**src/hw/rtl/grid_diffusion_store_top_macros.svh**
```systemverilog
// Assertion macros for the grid diffusion store.
`ifndef GRID_DIFFUSION_STORE_TOP_MACROS_SVH
`define GRID_DIFFUSION_STORE_TOP_MACROS_SVH
`ifndef NO_ASSERTIONS
`define GDS_ASSERT_IMPL(label, clk, rst_n, ante, cons, msg) \
    label: assert property (@(posedge clk) disable iff (!rst_n) (ante) |-> (cons)) \
        else $error(msg);
`define GDS_ASSERT_ALWAYS(label, clk, rst_n, cond, msg) \
    label: assert property (@(posedge clk) disable iff (!rst_n) (cond)) else $error(msg);
`else
`define GDS_ASSERT_IMPL(label, clk, rst_n, ante, cons, msg)
`define GDS_ASSERT_ALWAYS(label, clk, rst_n, cond, msg)
`endif
`endif

```
**src/hw/rtl/gds_div.sv**
```systemverilog
// Bit-serial signed divider by a small count, quotient truncated toward zero.
module gds_div #(
    parameter int W = 35
) (
    input  logic                clk,
    input  logic                rst_n,
    input  logic                start,
    input  logic signed [W-1:0] dividend,
    input  logic [2:0]          divisor,
    output logic                done,
    output logic signed [W-1:0] quotient
);
    localparam int CW = $clog2(W + 1);

    logic [W-1:0]  quo_reg;
    logic [3:0]    rem_reg;
    logic [2:0]    dvs_reg;
    logic          neg_reg;
    logic          busy_reg;
    logic          done_reg;
    logic [CW-1:0] cnt_reg;
    logic [3:0]    rem_sh;

    assign rem_sh   = {rem_reg[2:0], quo_reg[W-1]};
    assign done     = done_reg;
    assign quotient = neg_reg ? -$signed(quo_reg) : $signed(quo_reg);

    always_ff @(posedge clk or negedge rst_n)
    begin
        if (!rst_n)
        begin
            busy_reg <= 1'b0;
            done_reg <= 1'b0;
            cnt_reg  <= '0;
        end
        else
        begin
            done_reg <= 1'b0;
            if (start)
            begin
                // take the magnitude, restore the sign at the end
                quo_reg  <= dividend[W-1] ? 0 - dividend : dividend;
                neg_reg  <= dividend[W-1];
                dvs_reg  <= divisor;
                rem_reg  <= '0;
                cnt_reg  <= CW'(W);
                busy_reg <= 1'b1;
            end
            else if (busy_reg)
            begin
                if (rem_sh >= {1'b0, dvs_reg})
                begin
                    rem_reg <= rem_sh - {1'b0, dvs_reg};
                    quo_reg <= {quo_reg[W-2:0], 1'b1};
                end
                else
                begin
                    rem_reg <= rem_sh;
                    quo_reg <= {quo_reg[W-2:0], 1'b0};
                end
                cnt_reg <= cnt_reg - 1'b1;
                if (cnt_reg == CW'(1))
                begin
                    busy_reg <= 1'b0;
                    done_reg <= 1'b1;
                end
            end
        end
    end
endmodule

```
**config.mk**
```make
export PLATFORM = sky130hd
export DESIGN_NAME = gds_div
export DESIGN_NICKNAME = d
export VERILOG_FILES = /design/src/hw/rtl/grid_diffusion_store_top_macros.svh /design/src/hw/rtl/gds_div.sv
export SDC_FILE = /design/constraint.sdc
export NUM_CORES = 1
export LEC_CHECK = 0
export BUFFER_PORTS_ARGS = -buffer_cell sky130_fd_sc_hd__buf_4
export CAP_MARGIN = 0
export CORE_MARGIN = 2
export CORE_UTILIZATION = 40
export CTS_CLUSTER_DIAMETER = 100
export CTS_CLUSTER_SIZE = 14
export DETAILED_ROUTE_END_ITERATION = 10
export SETUP_SLACK_MARGIN = 0.05
export SLEW_MARGIN = 30
export SYNTH_ARGS = -nofsm -noshare
export SYNTH_HDL_FRONTEND = slang
export SYNTH_SLANG_ARGS = --single-unit
```
**constraint.sdc**
```tcl
create_clock -name clk -period 3.14 [get_ports clk]
set_clock_uncertainty 0.2 [all_clocks]
set_input_delay 0.314 -clock clk [delete_from_list [all_inputs] [get_ports clk]]
set_output_delay 0.314 -clock clk [all_outputs]
set_load 0.05 [all_outputs]
```
==> metrics.csv, run 1 <==
stage,metric,value,unit
drt,number of remaining DRC errors,0,
global_route,first-pass GRT wire length,15600,um
power_and_ir_drop,power density over the cells,438,nW/um^2
critical_path,maximum fanout along the worst path,4,
sta,worst-margin pin slew,0.761,ns
drt,Iteration-0 DRC Markers,182,
global_route,GRT Total Usage,19.3,%
placement,Setup WS pre-CTS,0.291,ns
critical_path,kind of cell adding the most delay to the critical path,simple AND/OR/NAND/NOR gates,
yosys,Most used DFF post-synth,edfxtp_1,
power_and_ir_drop,total power,2.07,mW
yosys,Yosys warning total,0,
global_route,pin count of the biggest net entering global routing,82,
placement,I/O Buffers,76,
critical_path,reg2reg start,quo_reg[34]$_DFFE_PP_,
cts,CTS root buf,clkbuf_8,
sta,RSZ-0062 raised after global routing,true,
global_route,initial antenna violation count,0,
drt,DR WL/cell,16.2,um
yosys,synth unique cells,48,
floorplan,row count,35,
hold_path,hold crit path type,input pin to asynchronous set/reset pin,
floorplan,Initial Util,40.8,%
final_layout,final instance area,4730,sq um
cts,"CTS clk-pin slew, worst paths",0.10,ns
final_layout,share of cells above drive strength 1,26.8,%
yosys,syn_area_per_cell,9.23,sq um
yosys,ranking of synthesized cells by area,"edfxtp_1 (34%), xnor2_1 (9.1%), xor2_1 (7.0%)",
critical_path,critical path's slowest cell,or4_4,
yosys,sequential area share after synthesis,39.1,%
cts,"Clk Latency, worst-skew pair",0.31,ns
final_layout,max FFs per register,35,
placement,detailed placement HPWL,7050,um
cts,H-tree level count,2,
power_and_ir_drop,Pleak,1.81,nW
drt,Metal-1 WL,4490,um
critical_path,Max stage delay on crit path,0.59,ns
sta,Worst slew margin,49.3,%
critical_path,Critical Path RT,2.63,ns
drt,Final ANT Viol Nets,0,
global_route,remaining global-route overflow,0,
critical_path,element type at the critical path start,register,
floorplan,Die Y,101,um
yosys,Post-Syn Instances,405,
yosys,syn nets,454,
sta,Final Max Slew Viols,0,
critical_path,worst reg-to-reg path cell count,8,
sta,crit share post-route,99.4,%
drt,Vias,3311,
yosys,Syn Std Cell Area,3740,sq um
sta,final hold violation count,0,
sta,Finish-stage setup viols,0,
critical_path,Worst setup EP type,output pin,
critical_path,cell count along the critical path,7,
drt,Post-Route WL,9730,um
yosys,Synth top cells by count,"nor2_1 (54), edfxtp_1 (42), xnor2_1 (39)",
sta,clock period minus final worst setup slack,3.12,ns
drt,DR top layer,met4,
drt,First-pass DRT Iterations,5,
floorplan,full die area,10100,sq um
critical_path,worst path bufs/invs,2,
placement,# placed instances,578,
sta,achievable frequency,320,MHz
floorplan,core area,9150,sq um
sta,final hold slack,0.171,ns
critical_path,reg2reg end,rem_reg[2]$_SDFFCE_PP0P_,
cts,CTS buffer count,5,
yosys,dominant cell type by area after synthesis,edfxtp_1,
critical_path,crit path DAT,2.61,ns
placement,routability cong.,0.899,
yosys,most frequent cell after synthesis,nor2_1,
critical_path,CP Cell Sequence,or4_4 -> nor4_4 -> nand3_2 -> buf_4 -> o31ai_4 -> xnor2_2 -> buf_6,
final_layout,final std cells w/o fill,599,
yosys,number of synthesized flops with an enable pin,42,
drt,metal3 WL,421,um
drt,met2 routed WL,4670,um
cts,CTS tree,done,
cts,clk sinks,50,
final_layout,Final nets,536,
critical_path,Crit Path Category,register to output pin,
final_layout,post-route core utilization,51.7,%
status,status,"finished, final reports clean",
power_and_ir_drop,VDD IR max,207,uV
critical_path,reg2reg setup slack,0.72,ns
global_route,vias in the first global route,3139,
yosys,area fraction of the dominant cell type after synthesis,33.7,%
final_layout,# diodes,0,
yosys,Async SR Flop Fraction,16.0,%
cts,clk buf depth,2,
yosys,register bit total from synthesis,50,
final_layout,Synth-to-Final Area Change,26.6,%
floorplan,I/O Pins,77,
flow_run,Max Cap Violations,0,
placement,placed inst area,4420,sq um
floorplan,Die X-Extent,101,um
sta,Fin Setup TNS,0,ns
drt,Vias/cell,5.53,
sta,Final WS setup,0.0178,ns
final_layout,fillcell total,841,
-- how the worst max path moves through the flow --
stage | startpoint | slack, ns | end
2_1_floorplan | busy_reg$_DFF_PN0_ | 0.20 | quo_reg[0]$_DFFE_PP_
3_3_place_gp | quo_reg[5]$_DFFE_PP_ | 0.33 | quotient[24]
3_5_place_dp | quo_reg[5]$_DFFE_PP_ | 0.29 | quotient[10]
4_1_cts | quo_reg[5]$_DFFE_PP_ | 0.001 | quotient[29]
5_1_grt | quo_reg[9]$_DFFE_PP_ | -0.08 | quotient[31]
6_report | quo_reg[9]$_DFFE_PP_ | 0.02 | quotient[31]
-- layout make-up --
class	count	area, sq um	area share, %
Multi-Input combinational cell	318	2210	46.6
Inverter	16	60.1	1.27
Sequential cell	50	1460	30.9
Clock buffer	7	119	2.51
Clock inverter	1	8.76	0.185
Tap cell	111	139	2.93
Timing Repair Buffer	96	738	15.6
-- metal layers --
layer | vias up | global-route usage (%)
li1 | 1637 | -
met1 | 1568 | 26.3
met2 | 94 | 32.2
met3 | 12 | 2.29
met4 | 0 | 6.22
met5 | - | 0
-- worst reg2reg max path, stage by stage, from the launching register on --
cell and delay [ns]:
edfxtp_1 0.44, inv_1 0.09, ha_1 0.16, fa_1 0.17, a21bo_2 0.21, a21boi_0 0.50, a221oi_1 0.16, mux2i_1 0.16
nor2_1 0.05
-- where the power goes --
group          internal [mW]  switching [mW]
Clock                  0.255           0.228
Combinational          0.270           0.464
Sequential             0.789          0.0663
-- cells by family after synthesis --
family / synth area share, %
compound gates: 16.9
xor+xnor: 16.2
fa+ha+maj: 2.88
buf+inv: 3.85
flops: 39.1
mux: 1.10
simple gates: 20.0
-- layout by cell type (no fill, tap or decap), types with 4 or more instances in the layout --
master	count
buf_4	90
nor2_1	52
edfxtp_1	42
xnor2_1	37
a21oi_1	34
xor2_1	30
nand2_1	23
inv_1	16
o31ai_1	14
o21ai_0	13
o41ai_1	12
nor3_1	11
nor4_1	8
nand2b_1	8
dfrtp_1	8
ha_1	7
or3_1	6
nand3_1	5
o31ai_2	5
clkbuf_8	5
or4_1	4
dlygate4sd3_1	4
-- timing repair --
action | CTS | global route
buffers inserted | 6 | 3
hold endpoints to repair | 11 | 0
hold buffers | 4 | 0
resized for setup | 4 | 14
pin swaps | 3 | 4
setup endpoints to repair | 13 | 15
No activity file was read; power rests on OpenSTA's default activity.
==> inputs of run 2 (changes only) <==
--- a/config.mk
+++ b/config.mk
@@ -5,6 +5,7 @@
 export SDC_FILE = /design/constraint.sdc
 export NUM_CORES = 1
 export LEC_CHECK = 0
+export ABC_AREA = 1
 export BUFFER_PORTS_ARGS = -buffer_cell sky130_fd_sc_hd__buf_4
 export CAP_MARGIN = 0
 export CORE_MARGIN = 2
==> metrics.csv, run 2 <==
stage,metric,value,unit,change
critical_path,maximum fanout along the worst path,4,,unchanged
sta,Final WS setup,0.553,ns,was 0.0178 ns
critical_path,Critical Path RT,2.63,ns,about the same
final_layout,"most common cell after layout, fill and taps aside",nand2_1,,was buf_4
power_and_ir_drop,power density over the cells,387,nW/um^2,was 438 nW/um^2
cts,CTS root buf,clkbuf_8,,unchanged
drt,First-pass DRT Iterations,5,,unchanged
critical_path,CP Cell Sequence,inv_1 -> ha_1 -> nand4_4 -> nor2_1 -> nand3_1 -> nand2_1 -> nand2_1 -> nand2_1 -> o21ai_0 -> buf_4,,was or4_4 -> nor4_4 -> nand3_2 -> buf_4 -> o31ai_4 -> xnor2_2 -> buf_6
sta,Finish-stage setup viols,0,,unchanged
final_layout,Synth-to-Final Area Change,18.8,%,was 26.6%
critical_path,kind of cell adding the most delay to the critical path,simple AND/OR/NAND/NOR gates,,unchanged
global_route,vias in the first global route,3999,,"was 3,139"
floorplan,Die Y,108,um,was 101 um
placement,detailed placement HPWL,9610,um,was 7050 um
placement,I/O Buffers,76,,unchanged
sta,achievable frequency,387,MHz,was 320 MHz
yosys,syn_area_per_cell,6.78,sq um,was 9.23 sq um
final_layout,share of cells above drive strength 1,16.7,%,was 26.8%
drt,DR WL/cell,13.9,um,was 16.2 um
power_and_ir_drop,VDD IR max,196,uV,was 207 uV
global_route,initial antenna violation count,0,,unchanged
power_and_ir_drop,Pint,1.21,mW,was 1.31 mW
yosys,number of synthesized flops with an enable pin,42,,unchanged
placement,placed inst area,5040,sq um,was 4420 sq um
power_and_ir_drop,sequential group share of total power,41.9,%,was 41.3%
final_layout,post-route core utilization,48.2,%,was 51.7%
yosys,mux contribution to synthesized area,0,%,was 1.10%
hold_path,hold crit path type,input pin to asynchronous set/reset pin,,unchanged
sta,crit share post-route,82.4,%,was 99.4%
placement,routability cong.,0.920,,was 0.899
power_and_ir_drop,Clock Power Share,19.4,%,was 23.3%
sta,Final Max Slew Viols,0,,unchanged
yosys,register bit total from synthesis,50,,unchanged
cts,H-tree level count,2,,unchanged
critical_path,Worst setup EP type,output pin,,unchanged
cts,"CTS clk-pin slew, worst paths",0.09,ns,was 0.10 ns
yosys,Post-Syn Instances,643,,was 405
final_layout,max FFs per register,35,,unchanged
cts,CTS tree,done,,unchanged
drt,Vias,4342,,"was 3,311"
yosys,Most used DFF post-synth,edfxtp_1,,unchanged
final_layout,# diodes,0,,unchanged
final_layout,area of the multi-input gates,2520,sq um,was 2210 sq um
final_layout,Final nets,767,,was 536
global_route,first-pass GRT wire length,19400,um,"was 15,600 um"
cts,clk buf depth,2,,unchanged
sta,worst-margin pin slew,0.636,ns,was 0.761 ns
critical_path,crit path DAT,2.07,ns,was 2.61 ns
sta,RSZ-0062 raised after global routing,false,,was true
yosys,Synth Area in Compound Gates,8.07,%,was 16.9%
yosys,xor-xnor portion of the synthesized cell area,7.24,%,was 16.2%
yosys,simple logic cell fraction of the synthesized area,39.9,%,was 20.0%
yosys,sequential area share after synthesis,33.5,%,was 39.1%
global_route,GRT Total Usage,20.7,%,was 19.3%
cts,"Clk Latency, worst-skew pair",0.30,ns,was 0.31 ns
placement,Setup WS pre-CTS,0.890,ns,was 0.291 ns
floorplan,I/O Pins,77,,unchanged
critical_path,critical path's slowest cell,edfxtp_1,,was or4_4
drt,Vias/cell,5.05,,was 5.53
final_layout,most frequent cells in the layout,"nand2_1 (188), nor2_1 (81), buf_4 (79)",,"was buf_4 (90), nor2_1 (52), edfxtp_1 (42)"
drt,Post-Route WL,11900,um,was 9730 um
final_layout,fillcell total,1095,,was 841
floorplan,core area,10700,sq um,was 9150 sq um
global_route,remaining global-route overflow,0,,unchanged
power_and_ir_drop,total power,2.00,mW,was 2.07 mW
sta,final hold violation count,0,,unchanged
yosys,post-synthesis adder-cell area fraction,2.47,%,was 2.88%
critical_path,"most used cell, CP",nand2_1,,
yosys,most frequent cell after synthesis,nand2_1,,was nor2_1
critical_path,element type at the critical path start,register,,unchanged
cts,cts repair resizes,0,,was 4
sta,Worst slew margin,57.6,%,was 49.3%
cts,CTS buffer count,5,,unchanged
power_and_ir_drop,switching power,0.794,mW,was 0.758 mW
yosys,Synth top cells by count,"nand2_1 (188), nor2_1 (82), inv_1 (75)",,"was nor2_1 (54), edfxtp_1 (42), xnor2_1 (39)"
sta,Fin Setup TNS,0,ns,unchanged
yosys,Yosys warning total,0,,unchanged
drt,Final ANT Viol Nets,0,,unchanged
yosys,synth unique cells,34,,was 48
floorplan,full die area,11700,sq um,"was 10,100 sq um"
critical_path,Max stage delay on crit path,0.41,ns,was 0.59 ns
yosys,area fraction of the dominant cell type after synthesis,28.9,%,was 33.7%
yosys,Async SR Flop Fraction,16.0,%,unchanged
cts,clk sinks,50,,unchanged
floorplan,row count,38,,was 35
power_and_ir_drop,Sw Share,39.6,%,was 36.6%
sta,clock period minus final worst setup slack,2.59,ns,was 3.12 ns
power_and_ir_drop,logic gate share of total power,38.8,%,was 35.4%
floorplan,Die X-Extent,108,um,was 101 um
flow_run,Max Cap Violations,0,,unchanged
critical_path,Crit Path Category,register to output pin,,unchanged
status,status,"finished, final reports clean",,unchanged
final_layout,final instance area,5170,sq um,was 4730 sq um
drt,number of remaining DRC errors,0,,unchanged
yosys,syn nets,692,,was 454
critical_path,worst path bufs/invs,2,,unchanged
floorplan,Initial Util,40.5,%,was 40.8%
yosys,ranking of synthesized cells by area,"edfxtp_1 (29%), nand2_1 (16%), nand3_1 (8.0%)",,"was edfxtp_1 (34%), xnor2_1 (9.1%), xor2_1 (7.0%)"
final_layout,total area of sequential cells,1460,sq um,unchanged
drt,Iteration-0 DRC Markers,363,,was 182
global_route,pin count of the biggest net entering global routing,41,,was 82
yosys,largest family of logic cells by synthesized area,simple AND/OR/NAND/NOR gates,,unchanged
power_and_ir_drop,Pleak,2.39,nW,was 1.81 nW
yosys,Syn Std Cell Area,4360,sq um,was 3740 sq um
yosys,dominant cell type by area after synthesis,edfxtp_1,,unchanged
-- run 2: cell types whose count changed in the layout (fill, tap and decap cells not counted), sizes merged, moves of 25 or more --
| cell | previous run | this run |
|---|---|---|
| nand2 | 23 | 196 |
| nand3 | 7 | 72 |
| inv | 16 | 79 |
| nor2 | 54 | 95 |
| xnor2 | 39 | 8 |
| o21ai | 17 | 46 |
| a21oi | 34 | 9 |
-- run 2: power groups by stage --
stage | Combinational, mW | Clock, mW | Sequential (mW)
5_1_grt | 0.846 | 0.421 | 0.847
2_1_floorplan | 0.544 | 0 | 0.834
3_3_place_gp | 0.765 | 0 | 0.850
6_report | 0.776 | 0.388 | 0.839
4_1_cts | 0.779 | 0.395 | 0.838
3_5_place_dp | 0.773 | 0 | 0.853
-- run 2: layout make-up --
cell class                      count  area share, %
Timing Repair Buffer               83           12.2
Clock inverter                      1         0.0967
Inverter                           79           5.73
Sequential cell                    50           28.2
Tap cell                          140           3.38
Clock buffer                        7           1.67
Multi-Input combinational cell    499           48.6
-- run 2: layer usage --
layer	vias up	GRT usage [%]	share of wire, %
li1	2241	-	-
met1	1951	31.6	51
met2	142	31.8	43
met3	8	1.87	5.1
met4	0	4.58	0.97
met5	-	0	0
-- run 2: worst paths after layout --
kind / from / to / slack, ns / cells past startpoint
min in group clk: dividend[6] / quo_reg[6]$_DFFE_PP_ / 0.20 / 3
max in group asynchronous: rst_n / cnt_reg[3]$_DFFE_PN0N_ / 2.39 / 2
min: rst_n / cnt_reg[5]$_DFFE_PN0N_ / 0.19 / 2
max: quo_reg[1]$_DFFE_PP_ / quotient[30] / 0.55 / 10
max reg2reg: quo_reg[34]$_DFFE_PP_ / rem_reg[0]$_SDFFCE_PP0P_ / 0.98 / 8
min reg2reg: cnt_reg[5]$_DFFE_PN0N_ / cnt_reg[5]$_DFFE_PN0N_ / 0.30 / 1
-- run 2: logic make-up after synthesis --
group                    count (synthesis)
AO/OA/AOI/OAI                           63
XOR/XNOR                                36
adder cells (fa/ha/maj)                  8
buffers and inverters                   94
flip-flops                              50
AND/OR/NAND/NOR                        392
-- run 2: repair_timing --
action                    4_1_cts  5_1_grt
hold endpoints to repair       11        0
hold buffers                    4        0
setup buffers                   0        0
-- run 2: worst register-to-register path: stages, from the launching register on --
cell and delay, ns:
edfxtp_1 0.36, inv_1 0.11, ha_1 0.23, fa_1 0.37, inv_1 0.08, nand2_1 0.06
nand3_1 0.19, nand2_1 0.09, a32o_1 0.25
-- run 2: metrics by stage --
stage | hold WS [ns] | instances
floorplan | -0.182 | 643
global placement | -0.0368 | 847
detailed placement | -0.0326 | 847
CTS | 0.169 | 859
global route | 0.190 | 859
finish | 0.188 | 859
